$ cat config.mk
export PLATFORM = sky130hd
export DESIGN_NAME = rcg_back
export DESIGN_NICKNAME = d
export VERILOG_FILES = /design/src/rtl/core/rcg_pkg.sv /design/src/rtl/core/rcg_back.sv
export SDC_FILE = /design/constraint.sdc
export NUM_CORES = 1
export LEC_CHECK = 0
export ABC_CLOCK_PERIOD_IN_PS = 6200
export BUFFER_PORTS_ARGS = -buffer_cell sky130_fd_sc_hd__buf_2
export CELL_PAD_IN_SITES_DETAIL_PLACEMENT = 1
export CELL_PAD_IN_SITES_GLOBAL_PLACEMENT = 2
export CORE_MARGIN = 2
export CORE_UTILIZATION = 43
export CTS_BUF_LIST = sky130_fd_sc_hd__clkbuf_4 sky130_fd_sc_hd__clkbuf_8
export DETAILED_ROUTE_END_ITERATION = 7
export GPL_ROUTABILITY_DRIVEN = 0
export GPL_TIMING_DRIVEN = 0
export PLACE_DENSITY_LB_ADDON = 0.1
export RECOVER_POWER = 25
export SLEW_MARGIN = 0
export SYNTH_ARGS = -nofsm -noshare
export SYNTH_HDL_FRONTEND = slang
export SYNTH_SLANG_ARGS = --single-unit
$ cat constraint.sdc
create_clock -name clk -period 6.2 [get_ports clk]
set_clock_uncertainty 0.05 [all_clocks]
set_input_delay 0.31 -clock clk [delete_from_list [all_inputs] [get_ports clk]]
set_output_delay 0.31 -clock clk [all_outputs]
set_load 0.03 [all_outputs]
$ cat src/rtl/core/rcg_pkg.sv
// rcg_pkg: shared types and constants of the roberts cross gradient block
// used by every file under rtl/core; depends on nothing else

package rcg_pkg;

	// field and register widths
	localparam int PIXEL_BITS     = 8;
	localparam int MAG_BITS       = 9;
	localparam int OUT_TDATA_BITS = 16;
	localparam int IMG_W_BITS     = 12;
	localparam int IMG_H_BITS     = 13;
	localparam int ROW_BITS       = 12;
	localparam int MAX_HEIGHT     = 4096;
	localparam int SUM_BITS       = 18;
	localparam logic [MAG_BITS-1:0] MAG_MAX = 9'd360;

	// configuration port
	localparam int CFG_IDX_BITS  = 2;
	localparam int CFG_DATA_BITS = 13;
	localparam logic [CFG_IDX_BITS-1:0] REG_IMAGE_WIDTH  = 2'd0;
	localparam logic [CFG_IDX_BITS-1:0] REG_IMAGE_HEIGHT = 2'd1;
	localparam logic [IMG_W_BITS-1:0] RESET_WIDTH  = 12'd640;
	localparam logic [IMG_H_BITS-1:0] RESET_HEIGHT = 13'd480;

	// queue between front and back
	localparam int QDEPTH = 4;
	localparam int QPW    = 2;
	localparam int QCW    = 3;

	// one classified item: absolute diagonal differences and end-of-frame flag
	typedef struct packed {
		logic                  last;
		logic [PIXEL_BITS-1:0] dy;
		logic [PIXEL_BITS-1:0] dx;
	} diff_item_t;

endpackage

$ cat src/rtl/core/rcg_back.sv
// rcg_back: sum of squares and pipelined integer square root
// depends on rcg_pkg

module rcg_back (
	input  logic                          clk,
	input  logic                          arst_n,
	input  logic                          in_valid,
	output logic                          in_ready,
	input  rcg_pkg::diff_item_t           in_item,
	output logic                          out_valid,
	input  logic                          out_ready,
	output logic [rcg_pkg::MAG_BITS-1:0]  magnitude,
	output logic                          frame_last
);

	typedef struct packed {
		logic [9:0]                   rem;
		logic [rcg_pkg::MAG_BITS-1:0] root;
	} step_t;

	logic                          en;
	logic                          v_s1, v_s2, v_s3, v_s4;
	logic                          last_s1, last_s2, last_s3, last_s4;
	logic [rcg_pkg::SUM_BITS-1:0]  sum_s1, sum_s2, sum_s3;
	step_t                         st_s2, st_s3;
	logic [rcg_pkg::MAG_BITS-1:0]  root_s4;
	logic [15:0]                   sq_x, sq_y;
	step_t                         nx_s2, nx_s3, nx_s4;

	// one digit of the restoring square root
	function automatic step_t sqrt_step(input step_t s_in, input logic [1:0] pair);
		logic [11:0] acc_v;
		logic [11:0] trial;
		step_t       s_out;
		acc_v = {s_in.rem, pair};
		trial = {1'b0, s_in.root[7:0], 2'b01, 1'b0} >> 1;
		if (acc_v >= trial) begin
			s_out.rem  = 10'(acc_v - trial);
			s_out.root = {s_in.root[7:0], 1'b1};
		end else begin
			s_out.rem  = acc_v[9:0];
			s_out.root = {s_in.root[7:0], 1'b0};
		end
		return s_out;
	endfunction

	// the whole pipeline moves unless the output is held
	assign en       = !v_s4 || out_ready;
	assign in_ready = en;

	assign sq_x = in_item.dx * in_item.dx;
	assign sq_y = in_item.dy * in_item.dy;

	// three root digits per stage
	always_comb begin
		nx_s2 = '0;
		for (int i = 0; i < 3; i++) begin
			nx_s2 = sqrt_step(nx_s2, sum_s1[17 - 2 * i -: 2]);
		end
		nx_s3 = st_s2;
		for (int i = 0; i < 3; i++) begin
			nx_s3 = sqrt_step(nx_s3, sum_s2[11 - 2 * i -: 2]);
		end
		nx_s4 = st_s3;
		for (int i = 0; i < 3; i++) begin
			nx_s4 = sqrt_step(nx_s4, sum_s3[5 - 2 * i -: 2]);
		end
	end

	// stage valid bits
	always_ff @(posedge clk or negedge arst_n) begin
		if (!arst_n) begin
			v_s1 <= 1'b0;
			v_s2 <= 1'b0;
			v_s3 <= 1'b0;
			v_s4 <= 1'b0;
		end else if (en) begin
			v_s1 <= in_valid;
			v_s2 <= v_s1;
			v_s3 <= v_s2;
			v_s4 <= v_s3;
		end
	end

	// stage payload
	always_ff @(posedge clk) begin
		if (en) begin
			sum_s1  <= rcg_pkg::SUM_BITS'(sq_x) + rcg_pkg::SUM_BITS'(sq_y);
			last_s1 <= in_item.last;
			st_s2   <= nx_s2;
			sum_s2  <= sum_s1;
			last_s2 <= last_s1;
			st_s3   <= nx_s3;
			sum_s3  <= sum_s2;
			last_s3 <= last_s2;
			root_s4 <= nx_s4.root;
			last_s4 <= last_s3;
		end
	end

	assign out_valid  = v_s4;
	assign magnitude  = root_s4;
	assign frame_last = last_s4;

`ifndef SYNTH
	// the root of two squared byte differences never exceeds its bound
	a_mag_range: assert property (@(posedge clk) disable iff (!arst_n)
		v_s4 |-> root_s4 <= rcg_pkg::MAG_MAX)
		else $error("magnitude out of range");
`endif

endmodule

==> summary.md <==
| Metric | Value |
|---|---|
| Run status | `finished, final reports clean` |
| Share of flip-flops with an asynchronous set or reset | `4.938%` |
| Most used standard cell by instance count after synthesis | `sky130_fd_sc_hd__inv_1` |
| Die Width | `146.5 µm` |
| Via density per instance | `5.213` |
| Pre-CTS setup slack | `-0.5225 ns` |
| Final Routed Wirelength | `19.39 mm` |
| Die Footprint | `0.02145 mm²` |
| Share of the core filled with cells | `47.68%` |
| Biggest area contributors in the synthesized netlist | `sky130_fd_sc_hd__edfxtp_1 26%, sky130_fd_sc_hd__fa_1 17%, sky130_fd_sc_hd__ha_1 15%` |
| Highest attainable clock frequency | `167.6 MHz` |
| Area of the multi-input gates | `0.005746 mm²` |
| Die Span Y | `146.5 µm` |
| Worst Setup End Kind | `flip-flop` |
| Flip-flop and latch area | `0.002412 mm²` |
| Share of the synthesized area in the top cell type | `26.49%` |
| Final setup fails | `0` |
| Final Cell Area | `0.009587 mm²` |
| Biggest area consumer among synthesized cells | `sky130_fd_sc_hd__edfxtp_1` |
| Most frequent cells after synthesis | `145 x sky130_fd_sc_hd__inv_1, 108 x sky130_fd_sc_hd__ha_1, 77 x sky130_fd_sc_hd__edfxtp_1` |
| Ant. Diodes | `0` |
| Num CTS Buffers | `9` |
| Post-route minimum period | `5.967 ns` |
| Drc violations | `0` |
| GRT Total Usage | `18.80%` |
| Slowest-stage cell, CP | `sky130_fd_sc_hd__edfxtp_1` |
| Maximum buffer depth of the clock tree | `2` |
| Routed length per instance | `16.41 µm` |
| Total vias in the final route | `6157` |
| Number of filler instances in the final layout | `2223` |
| Grt ovf | `0` |
| Sink Count | `81` |
| Worst Setup Start Kind | `flip-flop` |
| Clock latency on the worst-skew pair | `0.38 ns` |
| Cell occurring most often along the worst timing path | `sky130_fd_sc_hd__buf_6` |
| Max Cap Violations | `0` |
| Least-Margin Pin Slew | `0.6286 ns` |
| Area added between synthesis and finish | `9.834%` |
| Number of buffers inserted by port buffering | `29` |
| Largest net degree at the start of global routing | `72` |
| Clock edge transition at the registers on the reported setup and hold paths | `0.11 ns` |
| Path category of the worst min-delay check | `primary input to flip-flop` |
| Synthesized area per cell | `10.16 µm²` |
| Core area | `0.02010 mm²` |
| Antenna violations before repair | `0` |
| Synth Instances | `859` |
| H-tree depth | `3` |
| Global-route wire length before repair | `32.75 mm` |
| Final HPWL from detailed placement | `16.05 mm` |
| Count of different cell masters after synthesis | `69` |
| Area after DPL | `0.009246 mm²` |
| IO Count | `33` |
| Final-report hold violation count | `0` |
| Relative slew margins | `58.09%` |
| Post-synthesis sequential area ratio | `27.64%` |
| Net Count, Synth | `1064` |
| Maximum single-stage delay on the critical path | `0.43 ns` |
| Count of nets left with antenna violations after detail routing | `0` |
| Period Utilization, post-route | `96.25%` |
| Share of post-route cells with drive strength above 1 | `11.20%` |
| Primary FF master, synth | `sky130_fd_sc_hd__edfxtp_1` |
| Yosys synthesis warning count | `0` |
| Required time of the critical path | `6.28 ns` |
| Number of flops mapped to enable cells by yosys | `77` |
| Initial Util | `43.42%` |
| First drt pass iteration count | `6` |
| Top delay family on crit path | `compound AO/OA/AOI/OAI gates` |
| Final count of pins violating max slew | `0` |
| Final layout net count | `1111` |
| CP bufs+invs | `5` |
| Via count of the first global-routing pass | `6721` |
| Rows | `52` |
| Critical setup path kind | `flip-flop to flip-flop` |
| Clock tree from TritonCTS | `yes` |
| Flops & latches, synth | `81` |
| Number of DRC markers after the initial detailed-route iteration | `258` |
| Crit path DAT | `6.05 ns` |
| Cell Area, Synth | `0.008728 mm²` |
| CTS root buf | `sky130_fd_sc_hd__clkbuf_8` |
| Worst Setup Slack, final | `0.2326 ns` |
| Crit path max fanout | `10` |
cells by family after synthesis:
logic type | share of synthesized area [%]
xor+xnor | 6.221
flops | 27.64
compound gates | 11.60
buf+inv | 7.182
simple gates | 12.36
mux | 2.093
fa+ha+maj | 32.91
per-layer routing:
| layer | share of wire, % | up-vias | track usage [%] |
|---|---|---|---|
| met5 | 0 | - | 0 |
| li1 | - | 2993 | - |
| met2 | 51 | 62 | 34.06 |
| met1 | 46 | 3094 | 24.23 |
| met3 | 1.8 | 8 | 2.250 |
| met4 | 0.71 | 0 | 3.932 |
cell type report:
cell class,instances,share of cell area [%]
plain buffers,11,0.7178
clock buffers,9,1.292
clock inverters,7,1.122
inverters,148,5.808
multi-input cells,617,59.93
flip-flops and latches,81,25.16
well taps,270,3.524
repair buffers,38,2.441
registers in the layout, summed over array words and instances (netlist names):
signal / cells
frame_last: 1
last_s1: 1
last_s2: 1
last_s3: 1
magnitude: 9
out_valid: 1
st_s2: 13
st_s3: 16
sum_s1: 17
sum_s2: 12
sum_s3: 6
v_s1: 1
v_s2: 1
v_s3: 1
through the flow:
stage	hold WS (ns)	cells	setup TNS [ns]
5_1_grt	0.02944	1181	-0.09158
4_1_cts	0.02420	1177	0
3_5_place_dp	0.06915	1159	-2.770
3_3_place_gp	0.06444	1158	-2.290
6_report	0.05282	1181	0
2_1_floorplan	-0.03559	859	0
worst paths after layout:
path | slack (ns) | cells past startpoint | start | to
max in group asynchronous | 5.69 | 2 | arst_n | out_valid
worst min register to register | 0.36 | 0 | sum_s1[8] | sum_s2[8]
worst max register to register | 0.23 | 27 | st_s2[1] | st_s3[14]
worst min-delay path | 0.05 | 1 | in_item[16] | last_s1
worst max-delay path | 0.23 | 27 | st_s2[1] | st_s3[14]
min in group asynchronous | 0.23 | 2 | arst_n | v_s1
layout by cell type, fill, tap and decap left out, types with 4 or more instances in the layout:
cell type                  instances
sky130_fd_sc_hd__a211oi_1          6
sky130_fd_sc_hd__a21boi_0          4
sky130_fd_sc_hd__a21o_1           15
sky130_fd_sc_hd__a21oi_1          36
sky130_fd_sc_hd__a31oi_1           8
sky130_fd_sc_hd__and2_1           32
sky130_fd_sc_hd__and3_1            8
sky130_fd_sc_hd__buf_2            28
sky130_fd_sc_hd__buf_4             7
sky130_fd_sc_hd__clkbuf_1          7
sky130_fd_sc_hd__clkbuf_8          9
sky130_fd_sc_hd__dfrtp_1           4
sky130_fd_sc_hd__edfxtp_1         77
sky130_fd_sc_hd__fa_1             76
sky130_fd_sc_hd__ha_1            107
sky130_fd_sc_hd__inv_1           144
sky130_fd_sc_hd__mux2_2            6
sky130_fd_sc_hd__mux2_4            5
sky130_fd_sc_hd__mux2i_1           4
sky130_fd_sc_hd__nand2_1          64
sky130_fd_sc_hd__nand2b_1         10
sky130_fd_sc_hd__nand3_1           9
sky130_fd_sc_hd__nor2_1           34
sky130_fd_sc_hd__nor2b_1           8
sky130_fd_sc_hd__nor3_1           12
sky130_fd_sc_hd__o211ai_1          4
sky130_fd_sc_hd__o21a_1            7
sky130_fd_sc_hd__o21ai_0          27
sky130_fd_sc_hd__o21bai_1         10
sky130_fd_sc_hd__or2_2             6
sky130_fd_sc_hd__xnor2_1          46
sky130_fd_sc_hd__xor2_1           15
timing repair:
action                                 CTS  global route
setup buffers                            2             5
hold buffers                             1             0
resized for setup                        6            14
pin swaps                                2             2
setup endpoints to repair               11            12
cloned                                   0             0
endpoints found under the hold margin    4             0
Power is not shown: default switching activity piles up to over one toggle a cycle in this logic, so the estimate is an artifact.
