### src/rtl/core/rcg_pkg.sv
// rcg_pkg: shared types and constants of the roberts cross gradient block
// used by every file under rtl/core; depends on nothing else

package rcg_pkg;

	// field and register widths
	localparam int PIXEL_BITS     = 8;
	localparam int MAG_BITS       = 9;
	localparam int OUT_TDATA_BITS = 16;
	localparam int IMG_W_BITS     = 12;
	localparam int IMG_H_BITS     = 13;
	localparam int ROW_BITS       = 12;
	localparam int MAX_HEIGHT     = 4096;
	localparam int SUM_BITS       = 18;
	localparam logic [MAG_BITS-1:0] MAG_MAX = 9'd360;

	// configuration port
	localparam int CFG_IDX_BITS  = 2;
	localparam int CFG_DATA_BITS = 13;
	localparam logic [CFG_IDX_BITS-1:0] REG_IMAGE_WIDTH  = 2'd0;
	localparam logic [CFG_IDX_BITS-1:0] REG_IMAGE_HEIGHT = 2'd1;
	localparam logic [IMG_W_BITS-1:0] RESET_WIDTH  = 12'd640;
	localparam logic [IMG_H_BITS-1:0] RESET_HEIGHT = 13'd480;

	// queue between front and back
	localparam int QDEPTH = 4;
	localparam int QPW    = 2;
	localparam int QCW    = 3;

	// one classified item: absolute diagonal differences and end-of-frame flag
	typedef struct packed {
		logic                  last;
		logic [PIXEL_BITS-1:0] dy;
		logic [PIXEL_BITS-1:0] dx;
	} diff_item_t;

endpackage

### src/rtl/core/rcg_queue.sv
// rcg_queue: short item queue between the front and the back
// depends on rcg_pkg

module rcg_queue (
	input  logic                    clk,
	input  logic                    arst_n,
	input  logic                    push,
	input  rcg_pkg::diff_item_t     push_item,
	input  logic                    pop_ready,
	output logic                    out_valid,
	output rcg_pkg::diff_item_t     out_item,
	output logic [rcg_pkg::QCW-1:0] count
);

	rcg_pkg::diff_item_t          entry_q [rcg_pkg::QDEPTH];
	logic [rcg_pkg::QPW-1:0]      head_q;
	logic [rcg_pkg::QPW-1:0]      tail_q;
	logic [rcg_pkg::QCW-1:0]      count_q;
	logic                         pop;

	assign out_valid = count_q != '0;
	assign out_item  = entry_q[head_q];
	assign count     = count_q;
	assign pop       = out_valid && pop_ready;

	// pointers and fill level
	always_ff @(posedge clk or negedge arst_n) begin
		if (!arst_n) begin
			head_q  <= '0;
			tail_q  <= '0;
			count_q <= '0;
		end else begin
			if (push) begin
				tail_q <= tail_q + rcg_pkg::QPW'(1);
			end
			if (pop) begin
				head_q <= head_q + rcg_pkg::QPW'(1);
			end
			case ({push, pop})
				2'b10:   count_q <= count_q + rcg_pkg::QCW'(1);
				2'b01:   count_q <= count_q - rcg_pkg::QCW'(1);
				default: count_q <= count_q;
			endcase
		end
	end

	// entry storage
	always_ff @(posedge clk) begin
		if (push) begin
			entry_q[tail_q] <= push_item;
		end
	end

`ifndef SYNTH
	// fill level stays within the depth
	a_count_range: assert property (@(posedge clk) disable iff (!arst_n)
		count_q <= rcg_pkg::QCW'(rcg_pkg::QDEPTH))
		else $error("queue fill level out of range");
	// the front never pushes into a full queue
	a_no_overflow: assert property (@(posedge clk) disable iff (!arst_n)
		push |-> (count_q != rcg_pkg::QCW'(rcg_pkg::QDEPTH)) || pop)
		else $error("push into full queue");
`endif

endmodule

### config.mk
export PLATFORM = sky130hd
export DESIGN_NAME = rcg_queue
export DESIGN_NICKNAME = d
export VERILOG_FILES = /design/src/rtl/core/rcg_pkg.sv /design/src/rtl/core/rcg_queue.sv
export SDC_FILE = /design/constraint.sdc
export NUM_CORES = 1
export LEC_CHECK = 0
export ABC_AREA = 1
export CORE_MARGIN = 4
export CORE_UTILIZATION = 50
export CTS_CLUSTER_DIAMETER = 60
export CTS_CLUSTER_SIZE = 16
export DETAILED_ROUTE_END_ITERATION = 8
export DONT_BUFFER_PORTS = 1
export SYNTH_ARGS = -nofsm -noshare
export SYNTH_HDL_FRONTEND = slang
export SYNTH_SLANG_ARGS = --single-unit
### constraint.sdc
create_clock -name clk -period 3.9 [get_ports clk]
set_clock_uncertainty 0.1 [all_clocks]
set_input_delay 0.585 -clock clk [delete_from_list [all_inputs] [get_ports clk]]
set_output_delay 0.585 -clock clk [all_outputs]
set_load 0.05 [all_outputs]
==> results.py, run 1 <==
metrics = {
    "logic_synthesis": {
        "ys_async_sr_fraction_pct": 9.33,
        "synth_edf_count": 68,
        "synth_area_leaders": "edfxtp_1, nand2_1, o211ai_1",
        "ys.flop_type": "edfxtp_1",
        "yosysSeqAreaShare_pct": 69.8,
        "synthTopCellsByCount": "edfxtp_1, nand2_1, inv_1, o211ai_1, buf_6",
        "synthMuxAreaShare_pct": 0,
        "synthAdderAreaFrac_pct": 2.60,
        "yosys.area.top_type": "edfxtp_1",
        "synth_area_per_cell_um2": 12.5,
        "synth_warnings": 0,
        "synth_compound_area_share_pct": 8.67,
        "syn-instance-count": 254,
        "synth_xor_xnor_area_share_pct": 0.552,
        "synth-simple-area-share_pct": 9.06,
        "synth_top_family_by_area": "buffers and inverters",
        "syn_area_mm2": 0.00318,
        "synthDistinctLibCells": 18,
        "ys_ff_latch": 75,
        "syn-num-nets": 281,
        "synth.top_cell.area_share_pct": 64.3,
    },
    "grt": {
        "grt_max_degree": 71,
        "grt_pass1_vias": 1658,
        "antenna_found_initial": 0,
        "grt_use_total_pct": 15.0,
        "grt_pass1_wl_um": 8210,
        "grt_overflow": 0,
    },
    "floorplanning": {
        "die_area_mm2": 0.00769,
        "rows": 28,
        "num_io_pins": 42,
        "core_area_mm2": 0.00603,
        "die_h_um": 87.7,
        "start_util_pct": 52.7,
        "die_w_um": 87.7,
    },
    "critical_path": {
        "reg2reg_to": "count[2]",
        "crit_arrival_ns": 2.16,
        "start_kind": "register",
        "cp.required_ns": 3.21,
        "worstSetupPathType": "reg2out",
        "ff2ff_setup_slack_ns": 1.15,
        "cp_max_fo": 70,
        "r2r_cells": 11,
        "cpMostUsedCell": "nand2_1",
        "max_stage_delay_ns": 0.79,
        "crit_path_end_kind": "primary output",
        "crit_slowest_cell": "inv_2",
        "crit_path_cell_trace": "inv_2, nand2_1, o211ai_1, nand2_1",
        "r2r_start": "count[1]",
    },
    "placement": {
        "io_buffers": 0,
        "place_inst": 320,
        "place_area_mm2": 0.00318,
        "pre_cts_ws_ns": 1.15,
        "gp_congestion": 0.709,
        "post-dp-hpwl_um": 2990,
    },
    "layout": {
        "stdcell_area_mm2": 0.00334,
        "post-route-util_pct": 55.4,
        "nets": 284,
        "drive_gt1_share_pct": 6.92,
        "area_delta_synth_final_pct": 5.04,
        "final_cells": 335,
        "diodes": 0,
    },
    "min_path": {
        "worstHoldEndpoint": "tail_q[0]",
        "whs_path_depth": 1,
        "min_from": "push",
        "worst_hold_path_type": "in2reg",
    },
    "sta": {
        "setup_slack_ns": 1.06,
        "fmax_mhz": 352,
        "finalCritPeriodShare_pct": 72.9,
        "hold_viol": 0,
        "setup_viol": 0,
        "worst-slew-pin-transition_ns": 1.09,
        "slew_headroom_pct": 27.6,
        "setup_tns_ns": 0,
        "min_period_ns": 2.84,
        "rsz0062_at_grt": "false",
        "slew_violations": 0,
    },
    "outcome": {
        "outcome": "complete, no violations",
    },
    "drt": {
        "dr.pass1.iters": 6,
        "wl_um": 5080,
        "ant_nets": 0,
        "drtIter0Drc": 91,
        "post_drt_wl_per_cell_um": 15.2,
        "vias_per_cell": 5.01,
        "vias": 1678,
        "drc": 0,
    },
    "clock_network": {
        "cts_buffer_depth": 2,
        "cts-buffers-inserted": 9,
        "htreeDepth": 3,
        "post_cts_resize_count": 0,
        "cts_tree": "built",
        "cts_root_buf": "clkbuf_8",
        "path_clk_slew_ns": 0.07,
        "post-cts-setup-buffers": 0,
        "clkLatencyLatePin_ns": 0.33,
        "cts.sinks": 75,
    },
    "job": {
        "drv_cap": 0,
    },
    "power_and_ir_drop": {
        "vdd_drop_max_uv": 522,
        "p_leak_nw": 1.37,
        "power_density_mw_per_mm2": 839,
    },
}
## flip-flops by register name (all words and copies together) (netlist names)
register / count
count: 3
entry_q: 68
head_q: 2
tail_q: 2
## worst max-delay path by stage
stage / startpoint / endpoint / slack [ns] / cells past startpoint
final: head_q[0] / out_item[7] / 1.06 / 4
after global routing: head_q[0] / out_item[14] / 0.83 / 4
after CTS: head_q[0] / out_item[16] / 1.04 / 4
after detailed placement: count[1] / count[2] / 1.15 / 11
after global placement: count[1] / count[2] / 1.24 / 11
after floorplan: count[1] / count[2] / 1.37 / 11
## area by class of cell
class                   count  area, µm²
inverters                  50        188
clock buffers              11        131
flip-flops and latches     75       2220
clock inverters             3       17.5
fillers                   528       2690
well taps                  75       93.8
multi-input cells         118        663
repair buffers              3       25.0
## critical path, delay by kind of cell, from the launching register on
| family | cells | cell delay (ns) |
|---|---|---|
| and+or+nand+nor | 2 | 0.47 |
| AOI/OAI and AO/OA | 1 | 0.14 |
| buffers and inverters | 1 | 0.79 |
| DFF | 1 | 0.41 |
## logic make-up (layout without fill, tap and decap cells)
logic type,Yosys count,after routing
flops,75,75
fa+ha+maj,6,6
xor+xnor,2,2
compound gates,36,36
simple gates,74,74
buf+inv,61,67
## timing repair
item | in CTS | in global routing
endpoints found under the hold margin | 7 | 0
hold buffers | 1 | 0
endpoints found under the setup margin | 0 | 0
## placed cells by master (no fill, tap or decap), drive strengths merged, types with 2 or more instances in the layout
master,instances
dfrtp,7
ha,5
clkinv,3
edfxtp,68
clkbuf,11
buf,2
nand3,4
o211ai,34
o21ai,2
inv,50
nand2,69
## layer usage
metal	vias to the layer above	routed length (µm)	GRT usage, %
li1	861	-	-
met1	766	2180	17.6
met2	40	2460	24.7
met3	11	322	4.80
met4	0	114	7.53
met5	-	0	0
## metrics by stage
stage | total power [mW] | hold WS [ns]
after floorplan | 2.27 | 0.189
after CTS | 2.84 | 0.218
final | 2.80 | 0.235
after detailed placement | 2.37 | 0.190
after global placement | 2.34 | 0.190
after global routing | 2.99 | 0.216
## power breakdown
| part | internal [mW] | leakage, nW | switching (mW) |
|---|---|---|---|
| sequential | 1.06 | 0.709 | 0.115 |
| combinational | 0.202 | 0.588 | 0.947 |
| clock | 0.222 | 0.0767 | 0.248 |
No activity file was read; power rests on OpenSTA's default activity.
==> run 2, diff against run 1 <==
==> constraint.sdc (replaced) <==
create_clock -name clk -period 2.92 [get_ports clk]
set_clock_uncertainty 0.1 [all_clocks]
set_input_delay 0.438 -clock clk [delete_from_list [all_inputs] [get_ports clk]]
set_output_delay 0.438 -clock clk [all_outputs]
set_load 0.05 [all_outputs]
==> results.py, run 2 (same netlist as run 1, synthesis figures left out) <==
metrics = {
    "min_path": {
        "worst_hold_path_type": "in2reg",
    },
    "drt": {
        "post_drt_wl_per_cell_um": 14.9,
        "wl_met1_um": 2100,
        "ant_nets": 0,
        "wl_met3_um": 350,
        "highest_layer": "met4",
        "drc": 0,
        "drtIter0Drc": 95,
        "vias_per_cell": 5.00,
        "dr.pass1.iters": 5,
        "wl_um": 5060,
        "vias": 1694,
        "wl_met2_um": 2510,
    },
    "floorplanning": {
        "start_util_pct": 52.7,
        "die_area_mm2": 0.00769,
        "die_w_um": 87.7,
        "num_io_pins": 42,
        "rows": 28,
        "die_h_um": 87.7,
        "core_area_mm2": 0.00603,
    },
    "critical_path": {
        "worstSetupPathType": "reg2reg",
        "crit_path_end_kind": "register",
        "crit_arrival_ns": 2.37,
        "cp_max_fo": 3,
        "start_kind": "register",
        "cp.required_ns": 3.05,
    },
    "sta": {
        "min_period_ns": 2.25,
        "setup_tns_ns": 0,
        "worst-slew-pin-transition_ns": 0.785,
        "rsz0062_at_grt": "false",
        "finalCritPeriodShare_pct": 77.0,
        "slew_violations": 0,
        "hold_viol": 0,
        "fmax_mhz": 445,
        "slew_headroom_pct": 47.6,
        "setup_viol": 0,
    },
    "layout": {
        "post-route-util_pct": 57.2,
        "nets": 286,
        "diodes": 0,
        "drive_gt1_share_pct": 8.33,
        "largest_register_ff_count": 68,
        "final_cell_mix": "nand2_1, edfxtp_1, inv_1",
        "final_cells": 339,
        "multi_input_area_um2": 663,
        "largest-register": "entry_q",
        "nFillCells": 520,
        "area_delta_synth_final_pct": 8.55,
        "final-seq-area_mm2": 0.00222,
    },
    "grt": {
        "grt_pass1_wl_um": 8120,
        "grt_overflow": 0,
        "grt_max_degree": 70,
        "grt_use_total_pct": 14.8,
        "antenna_found_initial": 0,
        "grt_pass1_vias": 1674,
    },
    "placement": {
        "gp_congestion": 0.720,
        "post-dp-hpwl_um": 3060,
        "io_buffers": 0,
        "place_inst": 322,
    },
    "clock_network": {
        "clkLatencyLatePin_ns": 0.33,
        "post-cts-setup-buffers": 0,
        "cts.sinks": 75,
        "cts_root_buf": "clkbuf_8",
        "htreeDepth": 3,
        "cts_tree": "built",
        "cts-buffers-inserted": 9,
        "cts_buffer_depth": 2,
        "post_cts_resize_count": 0,
        "path_clk_slew_ns": 0.07,
    },
    "outcome": {
        "outcome": "complete, no violations",
    },
    "power_and_ir_drop": {
        "power_density_mw_per_mm2": 1180,
        "p_leak_nw": 1.42,
        "vdd_drop_max_uv": 653,
    },
    "job": {
        "drv_cap": 0,
    },
}
[run 2: changes by cell type in the layout (fill, tap and decap cells not counted)]
| cell | previous run | this run |
|---|---|---|
| clkinv_2 | 1 | 0 |
| bufinv_16 | 0 | 3 |
| clkinv_4 | 1 | 0 |
| buf_4 | 2 | 3 |
| clkinvlp_4 | 0 | 1 |
| buf_12 | 0 | 1 |
[run 2: worst max-delay path, cell delays in order, from the launching register on]
cell,delay (ns)
dfrtp_1,0.67
inv_1,0.17
nand3_1,0.13
nand2_1,0.09
inv_1,0.07
ha_1,0.16
inv_1,0.07
fa_1,0.39
nand2_1,0.11
nand3_1,0.08
nand2_1,0.06
nand2_1,0.06
[run 2: cell type report]
| cell class | instances | area share (%) |
|---|---|---|
| multi-input cells | 118 | 19.2 |
| flip-flops and latches | 75 | 64.3 |
| repair buffers | 5 | 1.52 |
| clock buffers | 11 | 3.81 |
| clock inverters | 5 | 2.94 |
| inverters | 50 | 5.44 |
| well taps | 75 | 2.72 |
[run 2: worst paths after layout]
| kind | startpoint | endpoint | slack, ns | depth (start not counted) |
|---|---|---|---|---|
| max reg2reg | count[0] | count[2] | 0.67 | 11 |
| min reg2reg | tail_q[0] | tail_q[0] | 0.43 | 1 |
| max | count[0] | count[2] | 0.67 | 11 |
| min in group asynchronous | arst_n | count[2] | 0.33 | 1 |
| min | push | tail_q[0] | 0.09 | 1 |
| max in group asynchronous | arst_n | tail_q[0] | 2.15 | 1 |
[run 2: repair_timing]
| item | in CTS | in global routing |
|---|---|---|
| hold buffers | 1 | 0 |
| setup endpoints to repair | 0 | 0 |
| hold endpoints to repair | 7 | 0 |
[run 2: routing by layer]
metal | global-route usage, % | up-vias
li1 | - | 868
met1 | 16.8 | 780
met2 | 24.3 | 36
met3 | 5.36 | 10
met4 | 8.37 | 0
met5 | 0 | -
[run 2: metrics by stage]
step                      hold WS [ns]  total power [mW]  cell area, µm²  worst slack, ns
after floorplan                 0.0424              3.03            3180            0.387
after global placement          0.0426              3.17            3200            0.780
after detailed placement        0.0426              3.20            3200            0.706
after CTS                       0.0685              4.11            3450            0.695
after global routing            0.0602              4.31            3450            0.474
final                           0.0871              4.06            3450            0.671
[run 2: report_power, final]
part,switching (mW),internal (mW)
Clock,0.348,0.565
Sequential,0.124,1.42
Combinational,1.30,0.304
Total,1.77,2.29
